[config.mk]
export PLATFORM = sky130hd
export DESIGN_NAME = agcm_ram
export DESIGN_NICKNAME = d
export VERILOG_FILES = /design/src/hdl/annealing_graph_coloring_move_macros.svh /design/src/hdl/agcm_ram.sv
export SDC_FILE = /design/constraint.sdc
export NUM_CORES = 2
export LEC_CHECK = 0
export BUFFER_PORTS_ARGS = -buffer_cell sky130_fd_sc_hd__buf_2
export CAP_MARGIN = 20
export CORE_AREA = 10 10 310 536
export CTS_CLUSTER_SIZE = 16
export DETAILED_ROUTE_END_ITERATION = 6
export DIE_AREA = 0 0 320 546
export GPL_TIMING_DRIVEN = 0
export PLACE_DENSITY = 0.66
export SLEW_MARGIN = 15
export SYNTH_ARGS = -nofsm -noshare
export SYNTH_HDL_FRONTEND = slang
export SYNTH_SLANG_ARGS = --single-unit
[constraint.sdc]
create_clock -name clk -period 2.36 [get_ports clk]
set_input_delay 0.236 -clock clk [delete_from_list [all_inputs] [get_ports clk]]
set_output_delay 0.236 -clock clk [all_outputs]
set_load 0.005 [all_outputs]
[src/hdl/annealing_graph_coloring_move_macros.svh]
// Assertion helpers for the annealing move engine
`ifndef ANNEALING_GRAPH_COLORING_MOVE_MACROS_SVH
`define ANNEALING_GRAPH_COLORING_MOVE_MACROS_SVH

// same-cycle implication, clocked on clk, off during reset
`define AGCM_ASSERT_NOW(lbl, ante, cons) \
  lbl: assert property (@(posedge clk) disable iff (rst) (ante) |-> (cons)) \
    else $error("agcm assertion failed");

// next-cycle implication, clocked on clk, off during reset
`define AGCM_ASSERT_NEXT(lbl, ante, cons) \
  lbl: assert property (@(posedge clk) disable iff (rst) (ante) |=> (cons)) \
    else $error("agcm assertion failed");

`endif

[src/hdl/agcm_ram.sv]
`timescale 1ns / 1ps
module agcm_ram #(
  parameter int W = 8,
  parameter int D = 256
) (
  input  logic                 clk,
  input  logic                 we,
  input  logic [$clog2(D)-1:0] waddr,
  input  logic [W-1:0]         wdata,
  input  logic [$clog2(D)-1:0] raddr,
  output logic [W-1:0]         rdata
);

  logic [W-1:0] mem [D];

  // one write port, one registered read port
  always_ff @(posedge clk) begin
    if (we) begin
      mem[waddr] <= wdata;
    end
    rdata <= mem[raddr];
  end

endmodule

Word level (Yosys, flattened, before mapping)
Memories as Yosys holds them, arrays and structs flattened. A register that Yosys moved wholly into a read port is not among the register bits.
Cells that the tools add are included.
{"block": "word_totals", "ff_bits": 0, "latch_bits": 0, "ram_bits": 2048, "rom_bits": 0, "in_bits": 26, "output_inout_bits": 8, "word_cells": 3, "mem_count": 1}
{"block": "classes", "addsub": 0, "multipliers": 0, "n_div": 0, "n_lt_le_gt_ge": 0, "n_eq_ne": 0, "shifts": 0, "muxes": 2, "bitwise": 0, "reduce_logical": 0}
{"name": "mem", "depth": 256, "word_bits": 8, "rd": 1, "rd_ports_with_merged_regs": 1, "write_ports": 1, "line": "agcm_ram.sv:14", "source": "logic [W-1:0] mem [D];"}
{"cell": "1-bit two-way mux", "n": 2}

Depth between registers and ports, before layout
{"block": "logic_depth", "ltp_word": 2, "mapped_depth": 11, "depth_no_buf": 6}

Worst setup path before layout
Ideal clock, no wire load.
{"block": "synth_path", "path_type": "in2reg", "start": "input port raddr[0]", "end": "register rdata[2], read port of mem", "setup_time_ns": 0.131, "arrival_ns": 2.043, "required_ns": 2.229, "setup_slack_ns": 0.186, "stages": 9, "cell_sequence": "buf_6 buf_12 buf_8 buf_2 mux4_2 a22oi_1 a21oi_1 nor4_1 nor4_2"}
{"element": "start, declared", "line": "agcm_ram.sv:10", "source": "input logic [$clog2(D)-1:0] raddr,"}
{"element": "end, declared", "line": "agcm_ram.sv:11", "source": "output logic [W-1:0] rdata"}

==> flow_summary_export.csv <==
group,metric,value,unit
run_status,status,"complete, but fails checks",
run_status,violations,"DRC, setup timing",
routing,viasPerCell,6.68,
timing,slew_viol_final,0,
final_layout,stdcell_area,90500,um2
power,cellLeakagePower,0.0277,uW
floorplanning,coreArea,157000,um2
grt,grt_pass1_wl,336000,um
power,peakVddDrop,793,uV
timing,setup_viol,304,
routing,detail_route.wl_per_cell,39.9,um
min_path,hold_path_end,"mem[234][6]",
floorplanning,die_h,546,um
grt,antenna_found_initial,15,
grt,grt_pass1_vias,41835,
clock_tree,clk_latency,0.85,ns
worst_setup_path,r2r_slack,-0.18,ns
final_layout,fin_util,0.576,
place,gp_congestion,0.987,
logic_synthesis,syn_nets,3759,
grt,grtUsageTotal,0.280,
clock_tree,cts_tree,"built",
floorplanning,start_util,0.506,
timing,finalCritPeriodShare,1.09,
final_layout,post_layout_nonfiller_instances,6164,
flow_run,maxCapViolations,0,
logic_synthesis,synthAdderAreaFrac,0,
logic_synthesis,synth_top_family_by_area,"multiplexers",
logic_synthesis,syn_area,79600,um2
clock_tree,cts_root_buf,"clkbuf_16",
routing,first_iter_violations,5793,
timing,rsz0062_at_grt,"yes",
logic_synthesis,synth.avg_cell_area,21.3,um2
timing,worst-slew-pin-transition,1.17,ns
timing,setup_slack,-0.212,ns
worst_setup_path,crit_start,"raddr[0]",
logic_synthesis,synth-seq-cells,2056,
worst_setup_path,r2r_start,"mem[211][3]",
place,dp.cells,5836,
final_layout,nFillCells,11212,
place,portBuffers,26,
logic_synthesis,yosys.area_share.simple,0.0263,
worst_setup_path,required,3.03,ns
clock_tree,clock_sinks,2056,
clock_tree,cts_max_level,4,
clock_tree,clkSlewWorstSetupHoldPaths,0.07,ns
clock_tree,cts_max_path_buffers,4,
min_path,hold_depth,3,
clock_tree,numCtsBuffers,178,
timing,final-hold-violation-count,0,
routing,routed_wl,246000,um
logic_synthesis,syn_inst,3733,
min_path,hold_class,"input port to flip-flop",
power,totalPowerFinal,74300,uW
routing,drc,19,
timing,min_period,2.57,ns
logic_synthesis,synth_edf_count,2048,
worst_setup_path,cp-end-kind,"flip-flop",
place,place_ws,-2.44,ns
floorplanning,dieArea,175000,um2
floorplanning,row_count,193,
floorplanning,die_w,320,um
logic_synthesis,synthXorXnorAreaFrac,0,
place,dpl_cell_area,83000,um2
worst_setup_path,startpoint_type,"input port",
worst_setup_path,ff2ff_path_depth,7,
final_layout,nets,4002,
logic_synthesis,synthMuxAreaShare,0.146,
grt,grt_overflow,0,
final_layout,synthToLayoutAreaGrowth,13.7,%
timing,relSlewSlack,0.215,
grt,grt_max_degree,147,
routing,vias,41156,
power,power_density,821,nW/um2
timing,fmax,389,MHz
logic_synthesis,synth.distinct_cells,55,
logic_synthesis,synth-main-ff-cell,"edfxtp_1",
worst_setup_path,path_max_fanout,10,
logic_synthesis,synth_compound_area_frac,0.0342,
timing,fin_skew,0.0546,ns
routing,dr.pass1.iters,7,
routing,antenna_left,0,
logic_synthesis,ys_seq_area_frac,0.775,
place,place_hpwl,168000,um
floorplanning,pin_count,34,
final_layout,drive_above_1_share,0.293,
logic_synthesis,synth-warning-count,0,
worst_setup_path,r2r_end,"rdata[3]",
worst_setup_path,path_class,"input port to flip-flop",
min_path,hp-start,"waddr[6]",
logic_synthesis,synthArstFlopShare,0,
worst_setup_path,crit_arrival,3.24,ns
==> Yosys cell counts (all sizes together), types with 8 or more instances <==
cell	n	area, um2
nand3	34	170
nand4	10	62.6
a22o	8	70.1
buf	122	1030
o21ai	12	60.1
nor2b	31	194
a211oi	16	120
mux4	456	10300
nand2	33	124
nand2b	8	50.1
edfxtp	2048	61500
nor4	27	188
o221ai	47	418
a21oi	96	480
o211ai	10	75.1
nor3	22	110
mux2i	134	1340
dfxtp	8	160
a22oi	133	998
a221oi	14	129
o22ai	28	175
nor2	282	1060
clkbuf	111	417
==> cells by family after synthesis <==
kind of cell / count (synthesis)
flip-flops: 2056
AO/OA/AOI/OAI: 385
buffers and inverters: 235
multiplexers: 591
AND/OR/NAND/NOR: 466
==> flip-flops by register name, indices dropped and copies added (netlist names) <==
signal / count
mem: 2048
rdata: 8
==> worst max-delay path, stage by stage <==
cell and delay, ns:
buf_6 0.21, buf_12 0.24, buf_8 0.28, buf_6 0.31, mux4_2 0.60, a221oi_4 0.42, o221ai_1 0.21, a211oi_2 0.47
nor4_4 0.16
==> through the flow <==
step	hold WS, ns	setup TNS, ns
finish	0.194	-13.11
global route	0.200	-0.637
CTS	0.185	-1.11
detailed placement	0.439	-1886.80
global placement	0.624	-6353.46
floorplan	0.335	0
==> worst max path at each step <==
stage                           to  cells past startpoint
final                     rdata[3]                      9
after global routing      rdata[3]                      9
after CTS                 rdata[3]                      6
after detailed placement  rdata[3]                      9
after global placement    rdata[4]                     10
after floorplan           rdata[2]                      9
==> where the power goes <==
group / switching [uW] / internal [uW] / leakage, uW
clock network: 13100 / 16100 / 0.00277
logic: 3240 / 1500 / 0.00645
registers: 24.5 / 40200 / 0.0185
==> repair_timing <==
| action | CTS | global route |
|---|---|---|
| resized for setup | 380 | 122 |
| pin swaps | 20 | 17 |
| endpoints found under the setup margin | 1311 | 852 |
| setup buffers | 1 | 1 |
| hold endpoints to repair | 279 | 0 |
| hold buffers | 8 | 0 |
==> layout by cell type (no fill, tap or decap), types with 33 or more instances in the layout <==
cell type,n
nor2_2,121
edfxtp_1,2048
nand2_1,33
a22oi_1,125
buf_2,43
clkbuf_1,68
nor2_4,44
clkbuf_16,182
o221ai_1,42
a21oi_1,82
clkbuf_2,38
mux2i_1,134
nor2_1,117
clkinv_1,44
mux4_2,454
buf_4,51
==> final cells by class <==
type	instances	area, um2	share of cell area
sequential	2056	61700	0.681
clock inverter	100	938	0.0104
timing repair buffer	66	907	0.0100
antenna	8	20.0	0.000221
tap	2047	2560	0.0283
multi-input combinational	1442	17900	0.197
buffer	230	1840	0.0204
inverter	2	8.76	0.0000968
clock buffer	213	4690	0.0518
==> layer usage <==
metal / GRT usage / vias to the layer above / routed length, um
met3: 0.0558 / 705 / 21300
met2: 0.465 / 2631 / 124000
met4: 0.233 / 8 / 23400
met1: 0.308 / 21644 / 77600
met5: 0 / - / 51
li1: - / 16168 / -
(Power assumes the default switching activity.)
