$ cat config.mk
export PLATFORM = sky130hd
export DESIGN_NAME = agcm_ctrl
export DESIGN_NICKNAME = d
export VERILOG_FILES = /design/src/hdl/annealing_graph_coloring_move_macros.svh /design/src/hdl/agcm_pkg.sv /design/src/hdl/agcm_ctrl.sv
export SDC_FILE = /design/constraint.sdc
export NUM_CORES = 1
export LEC_CHECK = 0
export BUFFER_PORTS_ARGS = -buffer_cell sky130_fd_sc_hd__buf_2
export CAP_MARGIN = 20
export CORE_MARGIN = 4
export CORE_UTILIZATION = 56
export CTS_BUF_LIST = sky130_fd_sc_hd__clkbuf_8
export DETAILED_ROUTE_END_ITERATION = 6
export PLACE_DENSITY = 0.8
export SLEW_MARGIN = 20
export SYNTH_ARGS = -nofsm -noshare
export SYNTH_HDL_FRONTEND = slang
export SYNTH_SLANG_ARGS = --single-unit
$ cat constraint.sdc
create_clock -name clk -period 6.45 [get_ports clk]
set_input_delay 1.29 -clock clk [delete_from_list [all_inputs] [get_ports clk]]
set_output_delay 1.29 -clock clk [all_outputs]
set_load 0.005 [all_outputs]
$ cat src/hdl/annealing_graph_coloring_move_macros.svh
// Assertion helpers for the annealing move engine
`ifndef ANNEALING_GRAPH_COLORING_MOVE_MACROS_SVH
`define ANNEALING_GRAPH_COLORING_MOVE_MACROS_SVH

// same-cycle implication, clocked on clk, off during reset
`define AGCM_ASSERT_NOW(lbl, ante, cons) \
  lbl: assert property (@(posedge clk) disable iff (rst) (ante) |-> (cons)) \
    else $error("agcm assertion failed");

// next-cycle implication, clocked on clk, off during reset
`define AGCM_ASSERT_NEXT(lbl, ante, cons) \
  lbl: assert property (@(posedge clk) disable iff (rst) (ante) |=> (cons)) \
    else $error("agcm assertion failed");

`endif

$ cat src/hdl/agcm_pkg.sv
`timescale 1ns / 1ps
package agcm_pkg;

  localparam int MAX_VERTICES = 512;
  localparam int NUM_COLORS   = 70;
  localparam int MAX_DEGREE   = 511;

  localparam int VW         = $clog2(MAX_VERTICES);
  localparam int CLW        = 7;
  localparam int DGW        = $clog2(MAX_DEGREE + 1);
  localparam int CNTW       = DGW;
  localparam int CNT_DEPTH  = MAX_VERTICES * NUM_COLORS;
  localparam int CNT_AW     = $clog2(CNT_DEPTH);
  localparam int LIST_DEPTH = MAX_VERTICES * MAX_DEGREE;
  localparam int LIST_AW    = $clog2(LIST_DEPTH);
  localparam int TOT_W      = 17;
  localparam int DELTA_W    = 10;
  localparam int BOUND_W    = 16;

  typedef enum logic [1:0] {
    OP_SET_COLOR,
    OP_ADD_EDGE,
    OP_PROPOSE,
    OP_NOP
  } op_t;

  typedef enum logic [4:0] {
    ST_CLEAR, ST_IDLE, ST_FETCH, ST_DECODE, ST_RD_NEW, ST_RD_OLD, ST_EVAL,
    ST_W_LIST, ST_W_OLD, ST_W_NEW, ST_W_INC, ST_S_LIST, ST_S_CMP, ST_RD_B,
    ST_GOT_B, ST_L2, ST_L3, ST_L4, ST_FIN, ST_DONE
  } state_t;

  // write/read requests toward the four memories
  typedef struct packed {
    logic               col_we;
    logic [VW-1:0]      col_waddr;
    logic [CLW-1:0]     col_wdata;
    logic [VW-1:0]      col_raddr;
    logic               deg_we;
    logic [VW-1:0]      deg_waddr;
    logic [DGW-1:0]     deg_wdata;
    logic [VW-1:0]      deg_raddr;
    logic               list_we;
    logic [LIST_AW-1:0] list_waddr;
    logic [VW-1:0]      list_wdata;
    logic [LIST_AW-1:0] list_raddr;
    logic               cnt_we;
    logic [CNT_AW-1:0]  cnt_waddr;
    logic [CNTW-1:0]    cnt_wdata;
    logic [CNT_AW-1:0]  cnt_raddr;
  } mem_req_t;

  // registered read data back from the memories
  typedef struct packed {
    logic [CLW-1:0]  col;
    logic [DGW-1:0]  deg;
    logic [VW-1:0]   list;
    logic [CNTW-1:0] cnt;
  } mem_rd_t;

  function automatic logic [CNT_AW-1:0] cnt_addr(input logic [VW-1:0] v,
                                                 input logic [CLW-1:0] c);
    cnt_addr = CNT_AW'(v * NUM_COLORS + c);
  endfunction

  function automatic logic [LIST_AW-1:0] list_addr(input logic [VW-1:0] v,
                                                   input logic [DGW-1:0] k);
    list_addr = LIST_AW'(v * MAX_DEGREE + k);
  endfunction

endpackage

$ cat src/hdl/agcm_ctrl.sv
`timescale 1ns / 1ps
module agcm_ctrl (
  input  logic                    clk,
  input  logic                    rst,
  input  logic                    start,
  output logic                    busy,
  input  logic [1:0]              operation,
  input  logic [agcm_pkg::VW-1:0] vertex_a,
  input  logic [agcm_pkg::VW-1:0] vertex_b,
  input  logic [agcm_pkg::CLW-1:0] color,
  input  logic [agcm_pkg::BOUND_W-1:0] accept_bound,
  output agcm_pkg::mem_req_t      req,
  input  agcm_pkg::mem_rd_t       rd,
  output logic                    done,
  output logic                    accepted,
  output logic [agcm_pkg::DELTA_W-1:0] delta,
  output logic [agcm_pkg::TOT_W-1:0] conflicts,
  output logic [agcm_pkg::TOT_W-1:0] best_conflicts,
  output logic                    list_full
);
  import agcm_pkg::*;

  state_t state, state_next;

  op_t               op;
  logic [VW-1:0]     va, vb, nbr;
  logic [CLW-1:0]    col, cur, cb;
  logic [BOUND_W-1:0] bound;
  logic [DGW-1:0]    deg_a, deg_b, k;
  logic [CNTW-1:0]   cnt_new;
  logic [CNT_AW-1:0] clr_addr;

  // evaluation of a set-color or proposal, with rd.cnt holding the old-color count
  logic [DELTA_W-1:0] delta_w;
  logic               considered, bound_ok, apply;
  logic signed [TOT_W:0] sum_w;
  logic [TOT_W-1:0]   conf_upd;
  logic               col_ok, va_ok, vb_ok, full_w, clr_last;

  assign col_ok   = col < CLW'(NUM_COLORS);
  assign va_ok    = {1'b0, va} < (VW + 1)'(MAX_VERTICES);
  assign vb_ok    = {1'b0, vb} < (VW + 1)'(MAX_VERTICES);
  assign delta_w  = {1'b0, cnt_new} - {1'b0, rd.cnt};
  assign bound_ok = delta_w[DELTA_W-1] ||
                    ({delta_w[CNTW-1:0], 8'd0} < {1'b0, bound});
  assign considered = (op == OP_SET_COLOR) || (rd.cnt != '0);
  assign apply    = considered && ((op == OP_SET_COLOR) || bound_ok);
  assign sum_w    = $signed({1'b0, conflicts}) +
                    $signed({{(TOT_W + 1 - DELTA_W){delta_w[DELTA_W-1]}}, delta_w});
  assign conf_upd = sum_w[TOT_W] ? '0 : sum_w[TOT_W-1:0];
  assign full_w   = (deg_a >= DGW'(MAX_DEGREE)) || (rd.deg >= DGW'(MAX_DEGREE));
  assign clr_last = clr_addr == CNT_AW'(CNT_DEPTH - 1);

  assign busy = state != ST_IDLE;
  assign done = state == ST_DONE;

  // next state
  always_comb begin
    state_next = state;
    unique case (state)
      ST_CLEAR:  if (clr_last) state_next = ST_IDLE;
      ST_IDLE:   if (start) state_next = ST_FETCH;
      ST_FETCH:  state_next = ST_DECODE;
      ST_DECODE: begin
        unique case (op)
          OP_SET_COLOR, OP_PROPOSE: begin
            if (!va_ok || !col_ok || rd.col == col) state_next = ST_FIN;
            else state_next = ST_RD_NEW;
          end
          OP_ADD_EDGE: begin
            if (!va_ok || !vb_ok || va == vb) state_next = ST_FIN;
            else state_next = ST_S_LIST;
          end
          default: state_next = ST_FIN;
        endcase
      end
      ST_RD_NEW: state_next = ST_RD_OLD;
      ST_RD_OLD: state_next = ST_EVAL;
      ST_EVAL:   state_next = apply ? ST_W_LIST : ST_FIN;
      ST_W_LIST: state_next = (k == deg_a) ? ST_FIN : ST_W_OLD;
      ST_W_OLD:  state_next = ST_W_NEW;
      ST_W_NEW:  state_next = ST_W_INC;
      ST_W_INC:  state_next = ST_W_LIST;
      ST_S_LIST: state_next = (k == deg_a) ? ST_RD_B : ST_S_CMP;
      ST_S_CMP:  state_next = (rd.list == vb) ? ST_FIN : ST_S_LIST;
      ST_RD_B:   state_next = ST_GOT_B;
      ST_GOT_B:  state_next = full_w ? ST_FIN : ST_L2;
      ST_L2:     state_next = ST_L3;
      ST_L3:     state_next = ST_L4;
      ST_L4:     state_next = ST_FIN;
      ST_FIN:    state_next = ST_DONE;
      ST_DONE:   state_next = ST_IDLE;
      default:   state_next = ST_IDLE;
    endcase
  end

  // memory requests
  always_comb begin
    req = '0;
    req.col_raddr = va;
    req.deg_raddr = va;
    unique case (state)
      ST_CLEAR: begin
        req.cnt_we    = 1'b1;
        req.cnt_waddr = clr_addr;
        req.col_we    = clr_addr < CNT_AW'(MAX_VERTICES);
        req.col_waddr = clr_addr[VW-1:0];
        req.deg_we    = req.col_we;
        req.deg_waddr = clr_addr[VW-1:0];
      end
      ST_RD_NEW: req.cnt_raddr = cnt_addr(va, col);
      ST_RD_OLD: req.cnt_raddr = cnt_addr(va, cur);
      ST_EVAL: begin
        req.col_we    = apply;
        req.col_waddr = va;
        req.col_wdata = col;
      end
      ST_W_LIST, ST_S_LIST: req.list_raddr = list_addr(va, k);
      ST_W_OLD:  req.cnt_raddr = cnt_addr(rd.list, cur);
      ST_W_NEW: begin
        req.cnt_we    = 1'b1;
        req.cnt_waddr = cnt_addr(nbr, cur);
        req.cnt_wdata = (rd.cnt == '0) ? '0 : rd.cnt - 1'b1;
        req.cnt_raddr = cnt_addr(nbr, col);
      end
      ST_W_INC: begin
        req.cnt_we    = 1'b1;
        req.cnt_waddr = cnt_addr(nbr, col);
        req.cnt_wdata = rd.cnt + 1'b1;
      end
      ST_RD_B: begin
        req.col_raddr = vb;
        req.deg_raddr = vb;
      end
      ST_GOT_B: begin
        req.list_we    = !full_w;
        req.list_waddr = list_addr(va, deg_a);
        req.list_wdata = vb;
        req.deg_we     = !full_w;
        req.deg_waddr  = va;
        req.deg_wdata  = deg_a + 1'b1;
      end
      ST_L2: begin
        req.list_we    = 1'b1;
        req.list_waddr = list_addr(vb, deg_b);
        req.list_wdata = va;
        req.deg_we     = 1'b1;
        req.deg_waddr  = vb;
        req.deg_wdata  = deg_b + 1'b1;
        req.cnt_raddr  = cnt_addr(va, cb);
      end
      ST_L3: begin
        req.cnt_we    = 1'b1;
        req.cnt_waddr = cnt_addr(va, cb);
        req.cnt_wdata = rd.cnt + 1'b1;
        req.cnt_raddr = cnt_addr(vb, cur);
      end
      ST_L4: begin
        req.cnt_we    = 1'b1;
        req.cnt_waddr = cnt_addr(vb, cur);
        req.cnt_wdata = rd.cnt + 1'b1;
      end
      default: ;
    endcase
  end

  // control state and totals
  always_ff @(posedge clk) begin
    if (rst) begin
      state          <= ST_CLEAR;
      clr_addr       <= '0;
      conflicts      <= '0;
      best_conflicts <= '0;
    end else begin
      state <= state_next;
      if (state == ST_CLEAR) clr_addr <= clr_addr + 1'b1;
      if (state == ST_EVAL && apply) conflicts <= conf_upd;
      if (state == ST_L4 && cur == cb) conflicts <= conflicts + 1'b1;
      if (state == ST_FIN) begin
        if (op == OP_SET_COLOR || op == OP_ADD_EDGE) best_conflicts <= conflicts;
        else if (op == OP_PROPOSE && accepted && conflicts < best_conflicts)
          best_conflicts <= conflicts;
      end
    end
  end

  // item payload and work registers
  always_ff @(posedge clk) begin
    unique case (state)
      ST_IDLE: begin
        op    <= op_t'(operation);
        va    <= vertex_a;
        vb    <= vertex_b;
        col   <= color;
        bound <= accept_bound;
      end
      ST_FETCH: begin
        accepted  <= 1'b0;
        delta     <= '0;
        list_full <= 1'b0;
      end
      ST_DECODE: begin
        cur   <= rd.col;
        deg_a <= rd.deg;
        k     <= '0;
      end
      ST_RD_OLD: cnt_new <= rd.cnt;
      ST_EVAL: begin
        if (op == OP_PROPOSE && considered) delta <= delta_w;
        accepted <= (op == OP_PROPOSE) && apply;
      end
      ST_W_OLD: nbr <= rd.list;
      ST_W_INC: k <= k + 1'b1;
      ST_S_CMP: k <= k + 1'b1;
      ST_GOT_B: begin
        cb        <= rd.col;
        deg_b     <= rd.deg;
        list_full <= full_w;
      end
      default: ;
    endcase
  end

endmodule
# Word-level counts from Yosys, hierarchy flattened
# Index checks and enable logic that the tools add are counted.
# classes
multipliers	6
magnitude_cmp	6
eq_ne	31
n_addsub	19
muxes	32
reduce_logical	31
# op_table
cell	count
$add 16x7->16	7
$pmux 16 s6	1
$pmux 5 s19	1
$mux 17	5
$pmux 17 s5	1
$mul 9x6->15 const B	4
$pmux 28 s2	1
$add 18x9->18	3
$pmux 9 s2	3
$eq 5x4->1 const B	8
$mux 5	8
$pmux 10 s2	2
$add 9x1->9 const B	4
$mul 9x9->18 const B	2
$pmux 10 s3	1
$eq 9x9->1	3
$eq 5x3->1 const B	4
$eq 5x5->1 const B	4
$add 18x10->18	1
$ge 9x9->1 const B	2
$mux 18	1
$mux 9	2
$add 17x1->17 const B	1
$lt 17x16->1	1
31 further kinds	55
# totals
regBits	169
elab_cells	144

# Longest topological paths before layout
# Gate-level depths: netlist of the first run.
# depth
ltp_word	8
ltp_mapped	21
mapped_depth_nobuf	21

# Worst setup path before layout of the first run
# Ideal clock, no wire load.
# synth_path
path_kind	register to output
from	register va[7]
to	output port req[84] (netlist name)
required_ns	5.160
arrival_time_ns	5.310
setup_slack_ns	-0.150
path_buffers	1
path_stages_with_launch	20
path_cell_list	edfxtp_1 -> clkbuf_1 -> inv_1 -> fa_1 -> inv_1 -> fa_1 -> fa_1 -> inv_1 -> fa_1 -> inv_1 -> ha_1 -> a21o_1 -> a221oi_1 -> xnor2_1 -> nand3_1 -> a2111oi_2 -> nand2_1 -> xnor2_1 -> nor2_1 -> a211oi_1
# synth_lines
element	line	source
from (decl)	agcm_ctrl.sv:26	logic [VW-1:0] va, vb, nbr;
from (signal assigned)	agcm_ctrl.sv:192	va <= vertex_a;
to (decl)	agcm_ctrl.sv:12	output agcm_pkg::mem_req_t req,

==> impl_metrics.json, run 1 <==
{
  "gp_congestion": 1.036,
  "p_sw_uw": 5398,
  "worstMarginPinSlew_ns": 1.053,
  "clkTransAtPathRegs_ns": 0.10,
  "syn_to_final_growth_pct": 24.29,
  "worst_setup_path_start_kind": "register",
  "cts_tree": "built",
  "min_period_ns": 7.049,
  "synth_top_area_share_pct": 16.91,
  "cts_buffers": 17,
  "gr-usage-all-layers_pct": 36.10,
  "crit_start": "va[6]",
  "fin_crit_sh_pct": 109.3,
  "synth.top_cells.by_count": "inv_1 (321), ha_1 (302), nor2_1 (242), nand2_1 (173), xnor2_1 (137)",
  "nets": 3573,
  "r2r_start": "cnt_new[0]",
  "hold_viol_final": 0,
  "synth_cells": 2636,
  "arrival_ns": 5.76,
  "synth_area_per_cell_um2": 8.478,
  "switching_share_pct": 46.89,
  "path_class": "reg2out",
  "cts_hold_buf": 0,
  "clk_latency_ns": 0.54,
  "cts-root-buf": "clkbuf_8",
  "dr_total_vias": 22567,
  "leakage_uw": 0.01269,
  "dieArea_um2": 43170,
  "port_buffers": 269,
  "slew_violations": 0,
  "cap_violations": 0,
  "detailed_place.area_um2": 25230,
  "drtIter0Drc": 2394,
  "grt_overflow": 0,
  "max_freq_mhz": 141.9,
  "pin_count": 270,
  "layout_setup_ws_ns": -0.5995,
  "worstHoldStart": "clr_addr[8]",
  "wl_per_cell_um": 22.84,
  "synth_most_common_cell": "inv_1",
  "violations": "negative setup slack",
  "grt_pass1_vias": 22456,
  "wirelength_mm": 82.65,
  "synth_fp_nets": 3125,
  "endpoint_kind": "output port",
  "crit_fanout": 4,
  "ys_seq_elements": 169,
  "yosysWarnings": 0,
  "htreeDepth": 4,
  "synth_top_cell_by_area": "ha_1",
  "clock_sinks": 169,
  "required_ns": 5.16,
  "skew_ns": 0.01851,
  "die_h_um": 207.8,
  "relSlewSlack_pct": 29.55,
  "grt_pass1_wl_mm": 124.5,
  "num_rows": 72,
  "netlist_top_cells_area": "ha_1 (17%), edfxtp_1 (15%), fa_1 (9.6%)",
  "drive_above_1_share_pct": 25.61,
  "die_w_um": 207.8,
  "drc_errors": 0,
  "rsz0062_at_grt": "yes",
  "setup_viol": 21,
  "ant_nets": 0,
  "cts_buffer_depth": 2,
  "worst-r2r-setup-slack_ns": 1.66,
  "synth_edf_count": 114,
  "synth-async-reset-ratio_pct": 0,
  "viasPerCell": 6.237,
  "final_cell_area_um2": 27780,
  "p_clk_share_pct": 7.2,
  "start_util_pct": 57.29,
  "comb_power_share_pct": 82.3,
  "pwr-share-seq_pct": 10.5,
  "finalPower_uw": 11510,
  "drt_first_pass_iters": 6,
  "powerDensity_nw_per_um2": 414.4,
  "yosysSeqAreaShare_pct": 20.25,
  "final_util_pct": 71.21,
  "place_hpwl_mm": 62.16,
  "setup-tns-final_ns": -7.797,
  "synth_ff_type": "edfxtp_1",
  "outcome": "finished, violations left",
  "hp-class": "reg2reg",
  "grt_max_degree": 58,
  "antenna_found_initial": 3,
  "core_um2": 39010,
  "p_int_uw": 6113,
  "vdd_drop_max_mv": 1.442,
  "syn_area_um2": 22350,
  "synth_cell_type_count": 89
}
==> state kept, by name, summed over array words and instances (netlist names) <==
register	cells
cur	7
nbr	9
state	5
bound	16
vb	9
cnt_new	9
delta	10
list_full	1
accepted	1
va	9
op	2
col	7
conflicts	17
k	9
clr_addr	16
deg_a	9
best_conflicts	17
cb	7
deg_b	9
==> what timing repair did <==
item                                    in CTS  in global routing
resized for setup                          197                 98
setup buffers                               56                 35
endpoints found under the setup margin      28                 36
pin swaps                                  134                 82
==> final cells by class <==
class | instances | area (µm²)
inverters | 323 | 1212
flip-flops and latches | 169 | 4526
clock inverters | 13 | 140.1
diodes | 3 | 7.507
repair buffers | 508 | 3311
clock buffers | 19 | 261.5
well taps | 518 | 648.1
fillers | 2994 | 11230
multi-input cells | 2065 | 17670
==> final timing paths <==
check | endpoint | cells after the start
max | req[85] | 18
min | clr_addr[8] | 2
max reg2reg | conflicts[4] | 19
min reg2reg | clr_addr[8] | 2
==> stage by stage <==
stage          worst slack, ns  hold slack (ns)  std cells
2_1_floorplan          0.03692           0.4711       2636
3_3_place_gp          -0.07720           0.4852       3500
3_5_place_dp           -0.1706           0.5062       3500
4_1_cts                -0.5224           0.5209       3584
5_1_grt                -0.7521           0.5652       3616
6_report               -0.5995           0.5253       3618
==> placed cells by master (no fill, tap or decap), types with 50 or more instances in the layout <==
cell type  netlist  layout
ha_1           302     263
dfxtp_1         55      54
fa_1           107      97
xnor2_1        137     121
mux2i_1         50      50
buf_4           10     207
nor3_1          74      63
nand2_1        173     168
nand3_1         86      78
edfxtp_1       114     114
xor2_1          94      84
o21ai_0        114      96
nor2_1         242     235
a21oi_1        119     111
inv_1          321     298
buf_2            7     269
==> per-layer routing <==
metal / global-route usage (%) / share of wire [%] / vias up
met4: 18.75 / 6.3 / 2
li1: - / - / 10218
met2: 59.86 / 47 / 1210
met1: 45.19 / 38 / 10808
met3: 6.393 / 8.3 / 329
met5: 0 / 0.013 / -
==> power groups by stage <==
stage / clock network (µW) / logic, µW / registers (µW)
floorplan: 0 / 4040 / 1230
global placement: 0 / 5990 / 1230
detailed placement: 0 / 6060 / 1230
CTS: 837 / 8150 / 1210
global route: 887 / 10000 / 1210
finish: 835 / 9470 / 1210
==> cell families (layout without fill, tap and decap cells) <==
| family | after synthesis | after routing | synth area share [%] |
|---|---|---|---|
| XOR/XNOR | 233 | 233 | 9.199 |
| other | 0 | 3 | 0 |
| AND/OR/NAND/NOR | 800 | 800 | 17.44 |
| flip-flops | 169 | 169 | 20.25 |
| adder cells (fa/ha/maj) | 409 | 409 | 26.49 |
| buffers and inverters | 402 | 863 | 6.959 |
| AO/OA/AOI/OAI | 562 | 562 | 16.87 |
| multiplexers | 61 | 61 | 2.794 |
==> critical path, cell delays in order, from the launching register on <==
cell      delay (ns)
edfxtp_1        0.50
fa_1            0.65
inv_2           0.06
fa_1            0.54
fa_1            0.47
fa_1            0.57
inv_2           0.08
ha_4            0.24
buf_4           0.14
and3_1          0.22
a221oi_4        0.30
xnor2_2         0.17
nand3_2         0.12
a211o_4         0.37
nand4b_1        0.20
xnor2_1         0.16
nor2_1          0.07
a211oi_2        0.24
buf_2           0.15
Note: power is estimated with default switching activity, not from simulation.
==> run 2: changes to the inputs <==
--- a/config.mk
+++ b/config.mk
@@ -12,6 +12,7 @@
 export CTS_BUF_LIST = sky130_fd_sc_hd__clkbuf_8
 export DETAILED_ROUTE_END_ITERATION = 6
 export PLACE_DENSITY = 0.8
+export SETUP_SLACK_MARGIN = 0.4
 export SLEW_MARGIN = 20
 export SYNTH_ARGS = -nofsm -noshare
 export SYNTH_HDL_FRONTEND = slang
==> run 2 against run 1 <==
- the run still ends with negative setup slack left
- worst setup slack worse by 0.070 ns
- core utilization up 2.9 points
- total power increased by 1.0%
- global-route usage up 0.35 points
- clock skew up 0.0037 ns
- clock power about the same
- via count up 1.2%
- fmax is 0.98% lower
- register-to-register slack improved by 0.18 ns
- largest power group unchanged
==> impl_metrics.json, run 2 (synthesis results as in run 1) <==
{
  "setup_viol": 27,
  "dr_total_vias": 22844,
  "worstMarginPinSlew_ns": 1.086,
  "cap_violations": 0,
  "finalPower_uw": 11630,
  "start_util_pct": 57.29,
  "nets": 3620,
  "layout_setup_ws_ns": -0.6692,
  "crit_fanout": 7,
  "relSlewSlack_pct": 27.31,
  "worstHoldStart": "best_conflicts[14]",
  "powerDensity_nw_per_um2": 402.3,
  "antenna_found_initial": 3,
  "clock_sinks": 169,
  "drt_first_pass_iters": 7,
  "timing.rr.end": "conflicts[4]",
  "clkTransAtPathRegs_ns": 0.10,
  "holdPathStages": 2,
  "min_period_ns": 7.119,
  "ant_nets": 0,
  "die_w_um": 207.8,
  "hold_viol_final": 0,
  "wirelength_mm": 83.31,
  "final_cell_area_um2": 28910,
  "cts_tree": "built",
  "outcome": "finished, violations left",
  "viasPerCell": 6.238,
  "pin_count": 270,
  "fin_crit_sh_pct": 110.4,
  "r2r_start": "cnt_new[0]",
  "clk_latency_ns": 0.55,
  "grt_pass1_wl_mm": 125.7,
  "leakage_uw": 0.01306,
  "whs_endpoint": "best_conflicts[14]",
  "grt_pass1_vias": 22890,
  "detailed_place.area_um2": 25360,
  "hp-class": "reg2reg",
  "preCtsSetupSlack_ns": -0.1115,
  "cts_hold_buf": 0,
  "cts_buffers": 17,
  "gp_congestion": 1.044,
  "skew_ns": 0.02225,
  "r2r_cells": 19,
  "path_class": "reg2out",
  "wl_per_cell_um": 22.75,
  "drtIter0Drc": 2403,
  "cts-root-buf": "clkbuf_8",
  "endpoint_kind": "output port",
  "grt_max_degree": 58,
  "drc_errors": 0,
  "layout.cells.most_common": "inv_1",
  "cts_buffer_depth": 2,
  "setup-tns-final_ns": -9.567,
  "core_um2": 39010,
  "gr-usage-all-layers_pct": 36.45,
  "die_h_um": 207.8,
  "required_ns": 5.16,
  "dieArea_um2": 43170,
  "arrival_ns": 5.83,
  "worst-r2r-setup-slack_ns": 1.84,
  "drive_above_1_share_pct": 29.68,
  "grt_overflow": 0,
  "num_rows": 72,
  "place_hpwl_mm": 62.43,
  "worst_setup_path_start_kind": "register",
  "final_cell_mix": "inv_1 (290), buf_2 (266), ha_1 (246), nor2_1 (231), buf_4 (221)",
  "max_freq_mhz": 140.5,
  "rsz0062_at_grt": "yes",
  "slew_violations": 0,
  "syn_to_final_growth_pct": 29.35,
  "vdd_drop_max_mv": 1.074,
  "port_buffers": 269,
  "violations": "negative setup slack",
  "htreeDepth": 4,
  "diodes": 0,
  "reg_top3": "best_conflicts: 17 flops, conflicts: 17 flops"
}
==> run 2: cell type report <==
class / count / area, µm²
multi-input cells: 2065 / 18320
clock buffers: 18 / 247.7
fillers: 2841 / 10100
flip-flops and latches: 169 / 4526
clock inverters: 14 / 160.2
repair buffers: 555 / 3789
inverters: 323 / 1222
well taps: 518 / 648.1
==> run 2: per-stage QoR <==
stage               cells  utilization, %  hold slack [ns]
CTS                  3620           71.32           0.5260
detailed placement   3492           65.01           0.5093
global route         3662           74.11           0.5729
finish               3662           74.11           0.5386
floorplan            2636               -           0.4711
global placement     3492           65.01           0.4808
==> run 2: routing by layer <==
layer,GRT usage (%),up-vias,wire [µm],share of wire (%)
met5,0,-,52,0.062
li1,-,10308,-,-
met3,7.995,337,7529,9.0
met1,45.46,10922,31860,38
met2,59.51,1271,38720,46
met4,18.87,6,5157,6.2
==> run 2: worst max path at each step <==
stage                      from       to  slack [ns]  cells after the start
after floorplan           va[7]  req[85]        0.34                     19
after global placement    vb[6]  req[86]       -0.06                     17
after detailed placement  va[7]  req[86]       -0.11                     16
after CTS                 vb[5]  req[86]       -0.59                     17
after global routing      vb[5]  req[86]       -0.87                     17
final                     va[4]  req[83]       -0.67                     20
==> run 2: worst max-delay path, cell delays in order (launching register included) <==
cell	delay [ns]
edfxtp_1	0.47
buf_6	0.16
fa_2	0.63
fa_2	0.49
fa_1	0.51
inv_2	0.05
fa_1	0.56
inv_2	0.05
ha_4	0.26
a21o_1	0.19
a221oi_4	0.32
xnor2_2	0.17
nand3_2	0.13
a211o_1	0.32
buf_6	0.13
nand3b_1	0.18
xor2_1	0.21
buf_4	0.17
nand2_2	0.05
o21ai_1	0.08
buf_2	0.15
==> run 2: power by group <==
| group | leakage, µW | switching (µW) | internal, µW | total [µW] |
|---|---|---|---|---|
| clock | 0.000210 | 474 | 364 | 837 |
| combinational | 0.0114 | 4910 | 4680 | 9580 |
| sequential | 0.00147 | 29.9 | 1180 | 1210 |
==> run 2: timing repair <==
action,4_1_cts,5_1_grt
resized for setup,281,136
setup endpoints to repair,38,42
pin swaps,178,115
buffers inserted,96,42
